<file path="src/sv/q4ep_pkg.sv">
// Shared types, widths and codes for the Q4 edge pressure nodal load pipeline.
package q4ep_pkg;

    // Width of every Q16.16 field on the streams.
    localparam int FIELD_W = 32;

    // Number of corner nodes of the element.
    localparam int NODES = 4;

    // Stream payload widths.
    localparam int S_TDATA_W = 320;
    localparam int S_TUSER_W = 3;
    localparam int M_TDATA_W = 256;
    localparam int M_TUSER_W = 3;

    // Result status codes.
    localparam logic [2:0] ST_OK         = 3'd0;
    localparam logic [2:0] ST_THICK_BAD  = 3'd1;
    localparam logic [2:0] ST_AREA_BAD   = 3'd2;
    localparam logic [2:0] ST_EDGE_BAD   = 3'd3;
    localparam logic [2:0] ST_ZERO_EDGE  = 3'd4;

    typedef logic [1:0] node_idx_t;

    // Start and end node of each edge, walking counterclockwise.
    localparam node_idx_t EDGE_ENDS [NODES][2] = '{
        '{2'd0, 2'd1},
        '{2'd1, 2'd2},
        '{2'd2, 2'd3},
        '{2'd3, 2'd0}
    };

    // Check results that travel down the pipeline with each item.
    typedef struct packed {
        logic      thick_bad;
        logic      area_bad;
        logic      edge_bad;
        logic      zero_len;
        node_idx_t edge_idx;
    } chk_t;

endpackage

</file>
<file path="src/sv/q4ep_out.sv">
// Last stage: force sums, floor scaling, saturation, status and output register.
module q4ep_out #(
    parameter int DW = 33
) (
    input  logic                                 aclk,
    input  logic                                 aresetn,
    input  logic                                 in_valid,
    output logic                                 in_ready,
    input  logic signed [DW+32:0]                fx_lo,
    input  logic signed [DW+31:0]                fx_hi,
    input  logic signed [DW+32:0]                fy_lo,
    input  logic signed [DW+31:0]                fy_hi,
    input  q4ep_pkg::chk_t                       chk,
    output logic                                 m_tvalid,
    input  logic                                 m_tready,
    output logic [q4ep_pkg::M_TDATA_W-1:0]       m_tdata,
    output logic [q4ep_pkg::M_TUSER_W-1:0]       m_tuser
);
    import q4ep_pkg::*;

    localparam int SW    = DW + 2 * FIELD_W + 1;
    localparam int SHIFT = FIELD_W + 1;
    localparam int QW    = SW - SHIFT;
    localparam logic signed [QW-1:0] Q_MAX = {{(QW - FIELD_W){1'b0}}, 1'b0, {(FIELD_W - 1){1'b1}}};
    localparam logic signed [QW-1:0] Q_MIN = {{(QW - FIELD_W){1'b1}}, 1'b1, {(FIELD_W - 1){1'b0}}};

    // Joins the halves, divides by 2^33 rounding down and clamps to 32 bits.
    function automatic logic [FIELD_W-1:0] scale_sat(
        input logic signed [DW+32:0] lo,
        input logic signed [DW+31:0] hi
    );
        logic signed [SW-1:0] sum;
        logic signed [QW-1:0] q;
        logic [FIELD_W-1:0]   r;
        sum = (SW'(hi) <<< FIELD_W) + SW'(lo);
        q   = $signed(sum[SW-1:SHIFT]);
        if (q > Q_MAX) begin
            r = Q_MAX[FIELD_W-1:0];
        end else if (q < Q_MIN) begin
            r = Q_MIN[FIELD_W-1:0];
        end else begin
            r = q[FIELD_W-1:0];
        end
        return r;
    endfunction

    logic                          valid_reg;
    logic                          adv;
    logic [FIELD_W-1:0]            fx, fy;
    logic [2:0]                    status_next;
    node_idx_t                     end_a, end_b;
    logic [2*NODES-1:0][FIELD_W-1:0] loads_next;
    logic [M_TDATA_W-1:0]          tdata_reg;
    logic [M_TUSER_W-1:0]          tuser_reg;

    // Status follows the order of the checks; only the first failure counts.
    always_comb begin
        if (chk.thick_bad) begin
            status_next = ST_THICK_BAD;
        end else if (chk.area_bad) begin
            status_next = ST_AREA_BAD;
        end else if (chk.edge_bad) begin
            status_next = ST_EDGE_BAD;
        end else if (chk.zero_len) begin
            status_next = ST_ZERO_EDGE;
        end else begin
            status_next = ST_OK;
        end
    end

    // With an OK status both end nodes of the edge carry the same force; all else is zero.
    always_comb begin
        fx         = scale_sat(fx_lo, fx_hi);
        fy         = scale_sat(fy_lo, fy_hi);
        end_a      = EDGE_ENDS[chk.edge_idx][0];
        end_b      = EDGE_ENDS[chk.edge_idx][1];
        loads_next = '0;
        if (status_next == ST_OK) begin
            loads_next[{end_a, 1'b0}] = fx;
            loads_next[{end_a, 1'b1}] = fy;
            loads_next[{end_b, 1'b0}] = fx;
            loads_next[{end_b, 1'b1}] = fy;
        end
    end

    assign adv      = !valid_reg || m_tready;
    assign in_ready = adv;

    // Output valid.
    always_ff @(posedge aclk) begin
        if (!aresetn) begin
            valid_reg <= 1'b0;
        end else if (adv) begin
            valid_reg <= in_valid;
        end
    end

    // Output payload.
    always_ff @(posedge aclk) begin
        if (adv && in_valid) begin
            tdata_reg <= loads_next;
            tuser_reg <= status_next;
        end
    end

    assign m_tvalid = valid_reg;
    assign m_tdata  = tdata_reg;
    assign m_tuser  = tuser_reg;

endmodule

</file>
<file path="config.mk">
export PLATFORM = sky130hd
export DESIGN_NAME = q4ep_out
export DESIGN_NICKNAME = d
export VERILOG_FILES = /design/src/sv/q4ep_pkg.sv /design/src/sv/q4ep_out.sv
export SDC_FILE = /design/constraint.sdc
export NUM_CORES = 1
export LEC_CHECK = 0
export BUFFER_PORTS_ARGS = -buffer_cell sky130_fd_sc_hd__buf_4
export CORE_AREA = 5 5 203 205
export CTS_BUF_LIST = sky130_fd_sc_hd__clkbuf_4
export DETAILED_ROUTE_END_ITERATION = 6
export DIE_AREA = 0 0 208 210
export HOLD_SLACK_MARGIN = 0.08
export PLACE_DENSITY_LB_ADDON = 0.2
export REMOVE_ABC_BUFFERS = 1
export SETUP_SLACK_MARGIN = 0.3
export SLEW_MARGIN = 20
export SYNTH_ARGS = -nofsm -noshare
export SYNTH_HDL_FRONTEND = slang
export SYNTH_SLANG_ARGS = --single-unit
</file>
<file path="constraint.sdc">
create_clock -name aclk -period 8.2 [get_ports aclk]
set_clock_uncertainty 0.1 [all_clocks]
set_input_delay 0.41 -clock aclk [delete_from_list [all_inputs] [get_ports aclk]]
set_output_delay 0.41 -clock aclk [all_outputs]
set_load 0.02 [all_outputs]
</file>
==> metrics.csv <==
metric;value;unit
Routed Antenna Nets;0;
status;complete, no violations;
Post-Syn Area;20000;µm²
global-route usage over all layers;0.333;
grt ovf;0;
CTS max path bufs;3;
Ports;533;
crit path DAT;5.94;ns
Final Cycle Share;0.684;
Hold-fix buffers, CTS;12;
LEAKAGE;10.2;nW
port bufs;468;
Clock power frac;0.282;
H-tree depth;3;
Clk pin slew, worst setup/hold paths;0.07;ns
Synth Register Bits;260;
Compound-Gate Fraction of Synth Area;0.267;
area delta synth->final;24.1;%
register share of total power;0.381;
area share of the largest cell type after synthesis;0.389;
largest net degree at the start of global routing;79;
die area;43700;µm²
prevailing post-synth register cell;edfxtp_1;
P_sw;0.00150;W
Setup Buffers After CTS;0;
XOR/XNOR Fraction of Synth Area;0.0456;
reg2reg end;m_tdata[12];
NumNets Final;3111;
Simple-Gate Fraction of Synth Area;0.163;
fillers;3490;
Via density;6.28;
CTS tree;done;
Worst Setup EP;m_tdata[102];
Initial Utilization;0.508;
Vias;20700;
cell count of the worst reg-to-reg path;3;
crit start category;primary input;
die span in x;208;µm
Worst-Skew Late Latency;0.72;ns
Max VDD drop;82.8;µV
CP required;8.53;ns
drt pass-1 iters;6;
worst setup path category;in2reg;
critical path peak fanout;24;
drc violations;0;
Synth Instances;2259;
DP HPWL;60400;µm
core area;39300;µm²
max-slew violation count;0;
Crit Reg-Reg Startpoint;m_tvalid;
cell-internal power;0.00262;W
worst hold slack;0.215;ns
worst slew pin tran;1.11;ns
yosys warns;0;
mean post-synth cell area;8.84;µm²
Detailed Route WL;77200;µm
# setup viols final;0;
ys async rst share;0;
max cap viols;0;
Row Count;73;
Crit. Startpoint;fy_lo[34];
Die Ht;210;µm
pwr dens;166;nW/µm²
final worst path period need;5.61;ns
root buffer cell;clkbuf_4;
Reg area;7800;µm²
area of the multi-input gates;11300;µm²
hold violation total from the final report;0;
setup TNS;0;ns
mux cell area share after synthesis;0.00351;
switching share of power;0.364;
Post-synth EDFFs;259;
# clock sinks;260;
first-pass GRT wire length;115000;µm
reg2reg setup slack;5.62;ns
sequential-to-total area share from yosys stat;0.391;
CTS resizes;0;
Gate power share;0.337;
final core occ;0.631;
largest family of logic cells by synthesized area;compound AO/OA/AOI/OAI gates;
Synth Area in Adders;0.0822;
Netlist cell types;88;
initial antenna violation count;13;
Worst Hold Class;in2reg;
Num CTS Buffers;70;
Max Freq;178;MHz
post-synth top area cell;edfxtp_1;
Final GP Congestion;1.05;
synth top area cells;edfxtp_1 (39%), a21oi_1 (11%), ha_1 (8.0%);
wire per inst;23.4;µm
unrepaired setup endpoints after global routing;no;
share of cells above drive strength 1;0.236;
Rel. slew slack;0.254;
vias in the first global route;19500;
1st-iter DRT viols;2396;
CP Capture Type;flip-flop;
cells by family (layout without fill, tap and decap cells):
| logic type | after synthesis | after routing |
|---|---|---|
| adder cells (fa/ha/maj) | 130 | 130 |
| XOR/XNOR | 104 | 104 |
| other | 0 | 12 |
| AO/OA/AOI/OAI | 886 | 886 |
| multiplexers | 7 | 7 |
| buffers and inverters | 216 | 715 |
| AND/OR/NAND/NOR | 656 | 656 |
| flip-flops | 260 | 260 |
critical path: stages:
cell	delay, ns
buf_4	0.11
ha_1	0.39
a21oi_2	0.26
a2111oi_2	0.13
o311ai_2	0.58
nor2_1	0.22
nor3_1	0.46
o21bai_1	0.17
o311a_1	0.40
or4b_1	0.53
nor4_1	0.17
and4_2	0.68
buf_4	0.40
or2_1	0.82
a21oi_1	0.16
area by class of cell:
type                    instances  share of cell area
multi-input cells            1783               0.454
flip-flops and latches        260               0.315
repair buffers                504               0.154
clock buffers                  95              0.0288
well taps                     525              0.0265
inverters                      90              0.0136
clock inverters                26             0.00692
diodes                         12             0.00121
how the worst min path moves through the flow:
stage	slack, ns	depth (start not counted)	from	to
floorplan	0.45	2	in_valid	m_tvalid
global placement	0.43	2	m_tvalid	m_tvalid
detailed placement	0.44	2	m_tvalid	m_tvalid
CTS	0.15	5	chk[2]	m_tdata[95]
global route	0.20	5	chk[2]	m_tdata[95]
finish	0.21	5	chk[2]	m_tdata[95]
power by group through the flow:
stage	Sequential [W]	Combinational, W	Clock (W)
finish	0.00157	0.00139	0.00116
global route	0.00157	0.00149	0.00125
CTS	0.00157	0.00136	0.00118
detailed placement	0.00160	0.00135	0
global placement	0.00160	0.00133	0
floorplan	0.00170	0.000760	0
state kept, by name, indices dropped and copies added, names as in the netlist:
signal / cells
m_tdata: 256
m_tvalid: 1
m_tuser: 3
through the flow:
stage / setup WS (ns) / power (W) / instance area, µm² / std cells
2_1_floorplan: 0.864 / 0.00246 / 19300 / 2133
5_1_grt: 2.31 / 0.00432 / 24800 / 3295
3_3_place_gp: 2.13 / 0.00293 / 23700 / 3150
4_1_cts: 2.78 / 0.00411 / 24700 / 3283
3_5_place_dp: 2.07 / 0.00295 / 23700 / 3150
6_report: 2.59 / 0.00412 / 24800 / 3295
metal layers:
layer  part of all wire  track usage  wire length, µm
met1               0.40        0.440            30900
met2               0.47        0.538            35900
met3              0.098       0.0759             7590
met4              0.037        0.129             2830
met5                  0            0                0
synth_stat cells, types with 16 or more instances:
master and number:
a21o_1 32, a21oi_1 449, a22oi_1 16, a31oi_1 48, buf_2 56, clkbuf_1 53, edfxtp_1 259, ha_1 128
inv_1 90, nand2_1 200, nand3_1 33, nand4_1 69, nor2_1 161, nor3_1 49, nor4_1 26, o211ai_1 22
o21a_1 19, o21ai_0 120, o21ai_1 21, o21bai_1 26, xnor2_1 51, xor2_1 53
cells in the final DEF (no fill, tap or decap), types with 7 or more instances in the layout:
cell type and n:
nand2_1 200, clkbuf_4 95, ha_1 128, a31oi_1 48, a221oi_1 12, o31ai_1 10, edfxtp_1 259, and2_1 14
nand3_1 33, o211ai_1 22, a2111oi_0 7, mux2i_1 7, a21oi_2 14, nor3_1 49, xor2_1 53, o21a_1 19
buf_4 492, a21o_1 32, nor4_1 26, a211oi_1 14, o21ai_1 16, clkinv_1 15, and4_1 14, diode_2 12
o2111ai_1 7, nor2_1 160, a211o_1 11, or3_1 9, a22oi_1 16, xnor2_1 51, nand4_1 69, o21ai_0 120
a21oi_1 449, nand2b_1 15, or2_2 8, or4_1 7, dlygate4sd3_1 12, inv_1 90, o21bai_1 26, and3_1 12
No activity file was read; power rests on OpenSTA's default activity.
