===== config.mk =====
export PLATFORM = sky130hd
export DESIGN_NAME = q4ep_diff
export DESIGN_NICKNAME = d
export VERILOG_FILES = /design/src/sv/q4ep_pkg.sv /design/src/sv/q4ep_diff.sv
export SDC_FILE = /design/constraint.sdc
export NUM_CORES = 1
export LEC_CHECK = 0
export BUFFER_PORTS_ARGS = -buffer_cell sky130_fd_sc_hd__buf_2
export CORE_AREA = 2 2 232 234
export CTS_CLUSTER_SIZE = 30
export DETAILED_ROUTE_END_ITERATION = 12
export DIE_AREA = 0 0 234 236
export GPL_ROUTABILITY_DRIVEN = 0
export PLACE_DENSITY = 0.71
export SLEW_MARGIN = 20
export SYNTH_ARGS = -nofsm -noshare
export SYNTH_HDL_FRONTEND = slang
export SYNTH_SLANG_ARGS = --single-unit

===== constraint.sdc =====
create_clock -name aclk -period 9.2 [get_ports aclk]
set_input_delay 0.46 -clock aclk [delete_from_list [all_inputs] [get_ports aclk]]
set_output_delay 0.46 -clock aclk [all_outputs]
set_load 0.01 [all_outputs]

===== src/sv/q4ep_pkg.sv =====
// Shared types, widths and codes for the Q4 edge pressure nodal load pipeline.
package q4ep_pkg;

    // Width of every Q16.16 field on the streams.
    localparam int FIELD_W = 32;

    // Number of corner nodes of the element.
    localparam int NODES = 4;

    // Stream payload widths.
    localparam int S_TDATA_W = 320;
    localparam int S_TUSER_W = 3;
    localparam int M_TDATA_W = 256;
    localparam int M_TUSER_W = 3;

    // Result status codes.
    localparam logic [2:0] ST_OK         = 3'd0;
    localparam logic [2:0] ST_THICK_BAD  = 3'd1;
    localparam logic [2:0] ST_AREA_BAD   = 3'd2;
    localparam logic [2:0] ST_EDGE_BAD   = 3'd3;
    localparam logic [2:0] ST_ZERO_EDGE  = 3'd4;

    typedef logic [1:0] node_idx_t;

    // Start and end node of each edge, walking counterclockwise.
    localparam node_idx_t EDGE_ENDS [NODES][2] = '{
        '{2'd0, 2'd1},
        '{2'd1, 2'd2},
        '{2'd2, 2'd3},
        '{2'd3, 2'd0}
    };

    // Check results that travel down the pipeline with each item.
    typedef struct packed {
        logic      thick_bad;
        logic      area_bad;
        logic      edge_bad;
        logic      zero_len;
        node_idx_t edge_idx;
    } chk_t;

endpackage


===== src/sv/q4ep_diff.sv =====
// First stage: coordinate differences, edge vector selection and input checks.
module q4ep_diff #(
    parameter int CW = 32
) (
    input  logic                                  aclk,
    input  logic                                  aresetn,
    input  logic                                  in_valid,
    output logic                                  in_ready,
    input  logic [q4ep_pkg::NODES-1:0][CW-1:0]    node_x,
    input  logic [q4ep_pkg::NODES-1:0][CW-1:0]    node_y,
    input  logic [2:0]                            edge_select,
    input  logic [q4ep_pkg::FIELD_W-1:0]          pressure,
    input  logic [q4ep_pkg::FIELD_W-1:0]          thickness,
    output logic                                  out_valid,
    input  logic                                  out_ready,
    output logic signed [CW:0]                    d02x,
    output logic signed [CW:0]                    d13y,
    output logic signed [CW:0]                    d13x,
    output logic signed [CW:0]                    d20y,
    output logic signed [CW:0]                    edge_dx,
    output logic signed [CW:0]                    edge_dy,
    output logic [q4ep_pkg::FIELD_W-1:0]          pressure_out,
    output logic [q4ep_pkg::FIELD_W-1:0]          thickness_out,
    output q4ep_pkg::chk_t                        chk
);
    import q4ep_pkg::*;

    localparam int DW = CW + 1;

    logic                      valid_reg;
    logic                      adv;
    logic signed [DW-1:0]      xs [NODES];
    logic signed [DW-1:0]      ys [NODES];
    node_idx_t                 end_a;
    node_idx_t                 end_b;
    chk_t                      chk_next;

    logic signed [DW-1:0]      d02x_reg, d13y_reg, d13x_reg, d20y_reg;
    logic signed [DW-1:0]      dx_reg, dy_reg;
    logic [FIELD_W-1:0]        pressure_reg, thickness_reg;
    chk_t                      chk_reg;

    // Sign-extend the used coordinate bits by one guard bit.
    always_comb begin
        for (int i = 0; i < NODES; i++) begin
            xs[i] = {node_x[i][CW-1], node_x[i]};
            ys[i] = {node_y[i][CW-1], node_y[i]};
        end
    end

    // Pick the end nodes of the loaded edge and flag the simple checks.
    always_comb begin
        end_a              = EDGE_ENDS[edge_select[1:0]][0];
        end_b              = EDGE_ENDS[edge_select[1:0]][1];
        chk_next           = '0;
        chk_next.thick_bad = thickness[FIELD_W-1] | (thickness == '0);
        chk_next.edge_bad  = edge_select[2];
        chk_next.edge_idx  = edge_select[1:0];
    end

    assign adv      = !valid_reg || out_ready;
    assign in_ready = adv;

    // Stage valid bit.
    always_ff @(posedge aclk) begin
        if (!aresetn) begin
            valid_reg <= 1'b0;
        end else if (adv) begin
            valid_reg <= in_valid;
        end
    end

    // Stage payload.
    always_ff @(posedge aclk) begin
        if (adv && in_valid) begin
            d02x_reg      <= xs[2] - xs[0];
            d13y_reg      <= ys[3] - ys[1];
            d13x_reg      <= xs[3] - xs[1];
            d20y_reg      <= ys[2] - ys[0];
            dx_reg        <= xs[end_b] - xs[end_a];
            dy_reg        <= ys[end_b] - ys[end_a];
            pressure_reg  <= pressure;
            thickness_reg <= thickness;
            chk_reg       <= chk_next;
        end
    end

    assign out_valid     = valid_reg;
    assign d02x          = d02x_reg;
    assign d13y          = d13y_reg;
    assign d13x          = d13x_reg;
    assign d20y          = d20y_reg;
    assign edge_dx       = dx_reg;
    assign edge_dy       = dy_reg;
    assign pressure_out  = pressure_reg;
    assign thickness_out = thickness_reg;
    assign chk           = chk_reg;

endmodule


==> flow_metrics.py, run 1 <==
metrics = {
    "job": {
        "maxCapViolations": 0,
    },
    "floorplan": {
        "die-area_um2": 55200,
        "die_x_um": 234,
        "core_um2": 53100,
        "pin_count": 597,
        "start_util": 0.395,
        "rows": 85,
        "die_y_um": 236,
    },
    "clock_network": {
        "ctsResizeCount": 0,
        "root_buffer": "clkbuf_16",
        "clk_latency_ps": 580,
        "tritoncts": "done",
        "post-cts-setup-buffers": 0,
        "cts_max_level": 1,
        "clk_pin_slew_ps": 60,
        "clockBufferDepth": 3,
        "cts_made_buffers": 31,
        "cts_hold_buf": 0,
        "clock_sinks": 267,
    },
    "finish": {
        "drive_gt1_frac": 0.318,
        "syn2layout_area_growth_pct": 22.8,
        "num-fill-cells": 4815,
        "num-nets-final": 3016,
        "fin_cells": 3221,
    },
    "setup_path": {
        "worstSetupEndpointType": "flop",
        "cp.depth": 16,
        "worstRegToRegCells": 3,
        "crit_arrival_ps": 5870,
        "critPathKind": "input port to flop",
        "crit_path_max_fanout": 43,
        "critical_path.slowest_cell": "ha_4",
        "cp_cell_sequence": "buf_4 -> inv_1 -> ha_4 -> buf_4 -> mux4_2 -> ha_1 -> a211oi_2 -> nor2_1 -> nor2_2 -> or4b_4 -> a311oi_4 -> o21ai_2 -> a41o_1 -> a21o_1 -> a211oi_2 -> xnor2_1",
        "crit_family": "compound AO/OA/AOI/OAI gates",
        "cpPeakStageDelay_ps": 820,
        "critical_path_required_ps": 9540,
        "start_kind": "input port",
        "critPathBufInv": 3,
    },
    "logic_synthesis": {
        "synth_warnings": 0,
        "ys_seq_area_frac": 0.382,
        "synth.cell_area_um2": 21000,
        "syn_inst": 1898,
        "synth.most_common_cell": "edfxtp_1",
        "ys_types": 70,
        "synth_common_cells": "266 x edfxtp_1, 244 x inv_1, 194 x ha_1",
        "yosysTopAreaCell": "edfxtp_1",
        "synth_area_leaders": "edfxtp_1 38%, mux4_2 14%, ha_1 12%",
        "syn_avg_cell_area_um2": 11.1,
        "ys_async_sr_fraction": 0,
        "ys_seq_elements": 267,
        "ys.flop_type": "edfxtp_1",
        "synth_edf_count": 266,
        "synth_top_area_share": 0.381,
    },
    "sta": {
        "rsz0062_at_grt": "false",
        "finalHoldViolations": 0,
        "fmax_ghz": 0.181,
        "final.setup.tns_ps": 0,
        "worst_pin_slew_ps": 1070,
        "period_share": 0.602,
        "layout_min_cycle_time_ps": 5530,
        "finalSetupViolations": 0,
        "slew_headroom": 0.276,
        "finalClockSkew_ps": 11.7,
        "fin_ws_ps": 3670,
        "slew_viol_final": 0,
    },
    "global_routing": {
        "grt_pass1_vias": 17800,
        "grt_usage": 0.231,
        "grt_pass1_wl_um": 99600,
        "globalRouteOverflowTotal": 0,
        "antenna_found_initial": 16,
        "grt_start_max_net_pins": 161,
    },
    "routing": {
        "drc": 0,
        "wirelength_um": 66700,
        "drtAntennaViolNets": 0,
        "dr.pass1.iters": 5,
        "viasPerCell": 5.67,
        "drtIter0Drc": 1433,
        "wl_per_cell_um": 20.7,
        "dr_total_vias": 18300,
    },
    "placed_design": {
        "dpl.cell_count": 3152,
        "post-place-ws_ps": 3020,
        "dpl.hpwl_um": 54100,
        "port_buffers": 594,
    },
    "power_and_ir_drop": {
        "cellLeakagePower_nw": 11.7,
        "power_mw": 4.60,
        "power_density_nw_per_um2": 178,
        "vdd_drop_max_mv": 0.151,
    },
    "outcome": {
        "outcome": "finished, final reports clean",
    },
    "hold_path": {
        "holdPathStages": 1,
        "hp-class": "input port to flop",
    },
}
[final timing paths]
path,from,end,slack (ps)
max,edge_select[1],edge_dx[31],3670
min,pressure[24],pressure_out[24],50
max reg2reg,out_valid,d13x[32],7000
min reg2reg,out_valid,out_valid,550
[where the power goes]
part | internal, mW | total, mW | switching (mW)
clock network | 0.700 | 1.23 | 0.531
logic | 0.737 | 1.72 | 0.983
registers | 1.60 | 1.65 | 0.0497
total | 3.03 | 4.60 | 1.56
[layout by cell type (no fill, tap or decap), types with 40 or more instances in the layout]
cell type  Yosys  layout
ha_1         194     193
nor2_1       107     106
o21ai_0       79      79
inv_1        244     244
mux4_2       128     128
a21oi_1      138     138
a21o_1       101     101
xor2_1        40      40
edfxtp_1     266     266
nand2_1       73      73
xnor2_1      117     117
buf_2          0     592
[layer usage]
| layer | global-route usage | vias up | wire length (um) |
|---|---|---|---|
| met3 | 0.0574 | 174 | 6280 |
| met5 | 0 | - | 44 |
| li1 | - | 8366 | - |
| met2 | 0.381 | 895 | 31600 |
| met4 | 0.102 | 6 | 2990 |
| met1 | 0.286 | 8822 | 25800 |
[worst register-to-register path, stage by stage, from the launching register on]
cell	delay, ps
dfxtp_1	310
nand2b_1	100
and2_4	480
buf_4	850
[per-stage QoR]
stage	util	cell area, um2	hold WS [ps]
3_3_place_gp	0.466	24700	524
3_5_place_dp	0.466	24700	536
2_1_floorplan	-	21000	559
4_1_cts	0.485	25700	11.1
5_1_grt	0.485	25800	17.5
6_report	0.486	25800	51.3
[kinds of logic after synthesis]
kind of cell,synth area share
AOI/OAI and AO/OA,0.158
and+or+nand+nor,0.0821
buffers and inverters,0.0521
DFF,0.382
adders and majority gates,0.121
xor gates and xnor gates,0.0655
muxes,0.138
other,0.000179
[layout make-up]
class / instances / area [um2] / share of cell area
multi-input cells: 1343 / 11900 / 0.462
flip-flops and latches: 267 / 8010 / 0.311
repair buffers: 602 / 3050 / 0.118
inverters: 244 / 916 / 0.0355
well taps: 696 / 871 / 0.0338
clock buffers: 36 / 795 / 0.0308
clock inverters: 20 / 191 / 0.00743
diodes: 13 / 32.5 / 0.00126
No activity file was read; power rests on OpenSTA's default activity.
==> run 2, diff against run 1 <==
- CORE_AREA: 2 2 232 234 -> 2 2 230 232
- DIE_AREA: 0 0 234 236 -> 0 0 232 234
- PLACE_DENSITY: 0.71 -> 0.74
- clock period: 9.2 -> 4.5 ns (I/O delays scaled with it)
==> run 2 against run 1 <==
Die area down 1.7%. Via count up 2.8%. Sequential power up 100%. Final cell count up 2.2%. Clock-buffer cell count unchanged. Sequential share of layout area down 1.1 points. Combinational power up 110%. Sequential cell count unchanged. Register-to-register slack worse by 4600 ps. First-iteration DRC count up 16%. Clock power up 130%. Non-clock buffer count up 87. Critical endpoint is now edge_dy[30]. Largest power group unchanged.
==> flow_metrics.py, run 2 (synthesis results as in run 1) <==
metrics = {
    "outcome": {
        "outcome": "finished, final reports clean",
    },
    "placed_design": {
        "port_buffers": 594,
        "dpl.cell_count": 3164,
        "dpl.hpwl_um": 54100,
    },
    "sta": {
        "finalSetupViolations": 0,
        "rsz0062_at_grt": "false",
        "finalClockSkew_ps": 7.19,
        "period_share": 0.879,
        "final.setup.tns_ps": 0,
        "worst_pin_slew_ps": 892,
        "finalHoldViolations": 0,
        "slew_headroom": 0.405,
        "layout_min_cycle_time_ps": 3960,
        "fmax_ghz": 0.253,
        "holdWs_ps": 93.6,
        "slew_viol_final": 0,
    },
    "clock_network": {
        "tritoncts": "done",
        "clk_pin_slew_ps": 60,
        "cts_made_buffers": 31,
        "clock_sinks": 267,
        "cts_max_level": 1,
        "root_buffer": "clkbuf_16",
        "cts_hold_buf": 67,
        "post-cts-setup-buffers": 0,
        "clockBufferDepth": 3,
        "ctsResizeCount": 0,
        "clk_latency_ps": 590,
    },
    "setup_path": {
        "cp_cell_sequence": "buf_4 -> inv_1 -> ha_1 -> nor2_4 -> buf_4 -> mux4_2 -> inv_1 -> ha_1 -> inv_1 -> fa_1 -> a211oi_1 -> nor2_1 -> o31ai_1 -> a31oi_1 -> a41o_1 -> a21oi_1 -> buf_4 -> o21ai_1 -> nand3_1 -> o31ai_1 -> xor2_1",
        "critical_path.slowest_cell": "fa_1",
        "crit_path_max_fanout": 5,
        "cpPeakStageDelay_ps": 490,
        "cp-startpoint": "edge_select[0]",
        "crit_family": "compound AO/OA/AOI/OAI gates",
        "critPathKind": "input port to flop",
        "worstRegToRegCells": 3,
        "crit_arrival_ps": 4280,
        "r2r_setup_slack_ps": 2440,
        "worstSetupEndpointType": "flop",
        "start_kind": "input port",
        "r2r_start": "out_valid",
        "critical_path_required_ps": 4830,
        "timing.rr.end": "d13y[26]",
        "critPathBufInv": 6,
    },
    "finish": {
        "num-nets-final": 3103,
        "fin_cells": 3293,
        "drive_gt1_frac": 0.317,
        "layout_common_cells": "592 x buf_2, 266 x edfxtp_1, 244 x inv_1",
        "syn2layout_area_growth_pct": 27.5,
        "num-fill-cells": 4550,
        "regArea_um2": 8010,
        "multi_input_area_um2": 11900,
        "mostFrequentLayoutCell": "buf_2",
    },
    "floorplan": {
        "die_x_um": 232,
        "pin_count": 597,
        "rows": 84,
        "die-area_um2": 54300,
        "die_y_um": 234,
        "start_util": 0.403,
        "core_um2": 52000,
    },
    "hold_path": {
        "worstHoldStart": "node_x[32]",
        "whs_endpoint": "d13x[0]",
        "holdPathStages": 3,
        "hp-class": "input port to flop",
    },
    "global_routing": {
        "globalRouteOverflowTotal": 0,
        "grt_pass1_vias": 18400,
        "grt_pass1_wl_um": 103000,
        "antenna_found_initial": 5,
        "grt_start_max_net_pins": 80,
        "grt_usage": 0.241,
    },
    "routing": {
        "dr.pass1.iters": 6,
        "wl_per_cell_um": 20.7,
        "dr_total_vias": 18800,
        "drc": 0,
        "viasPerCell": 5.70,
        "drtAntennaViolNets": 0,
        "drtIter0Drc": 1658,
        "wirelength_um": 68200,
    },
    "power_and_ir_drop": {
        "cellLeakagePower_nw": 12.2,
        "vdd_drop_max_mv": 0.310,
        "power_mw": 9.79,
        "power_density_nw_per_um2": 366,
    },
    "job": {
        "maxCapViolations": 0,
    },
}
## run 2: per-layer routing
metal	wire length, um	share of wire	vias to the layer above	global-route usage
met2	32500	0.48	1035	0.402
li1	-	-	8522	-
met5	0	0	-	0
met1	25900	0.38	8979	0.296
met4	3620	0.053	0	0.122
met3	6180	0.091	238	0.0508
## run 2: worst max-delay path by stage
| stage | to | slack (ps) | cells past startpoint |
|---|---|---|---|
| floorplan | edge_dx[31] | 20 | 18 |
| global placement | edge_dx[30] | 140 | 20 |
| detailed placement | edge_dy[30] | 10 | 21 |
| CTS | edge_dy[30] | 640 | 21 |
| global route | edge_dy[30] | 370 | 21 |
| finish | edge_dy[30] | 540 | 21 |
## run 2: through the flow
stage	area [um2]	utilization	setup WS (ps)
after global placement	24900	0.479	141
after CTS	26700	0.514	636
after detailed placement	24900	0.479	12.8
final	26700	0.514	545
after global routing	26700	0.514	369
after floorplan	21000	-	18.0
## run 2: area by class of cell
cell class | instances | share of cell area
Sequential cell | 267 | 0.299
Clock inverter | 20 | 0.0120
Timing Repair Buffer | 689 | 0.147
Inverter | 244 | 0.0343
Antenna cell | 6 | 0.000561
Tap cell | 688 | 0.0322
Multi-Input combinational cell | 1343 | 0.445
Clock buffer | 36 | 0.0297
## run 2: tightest hold or removal path: stages
cell and delay (ps):
buf_2 110, ha_1 140, inv_1 40
## run 2: power by group
group | total [mW] | switching [mW] | internal [mW]
Combinational | 3.62 | 2.04 | 1.58
Clock | 2.81 | 1.09 | 1.72
Sequential | 3.37 | 0.104 | 3.26
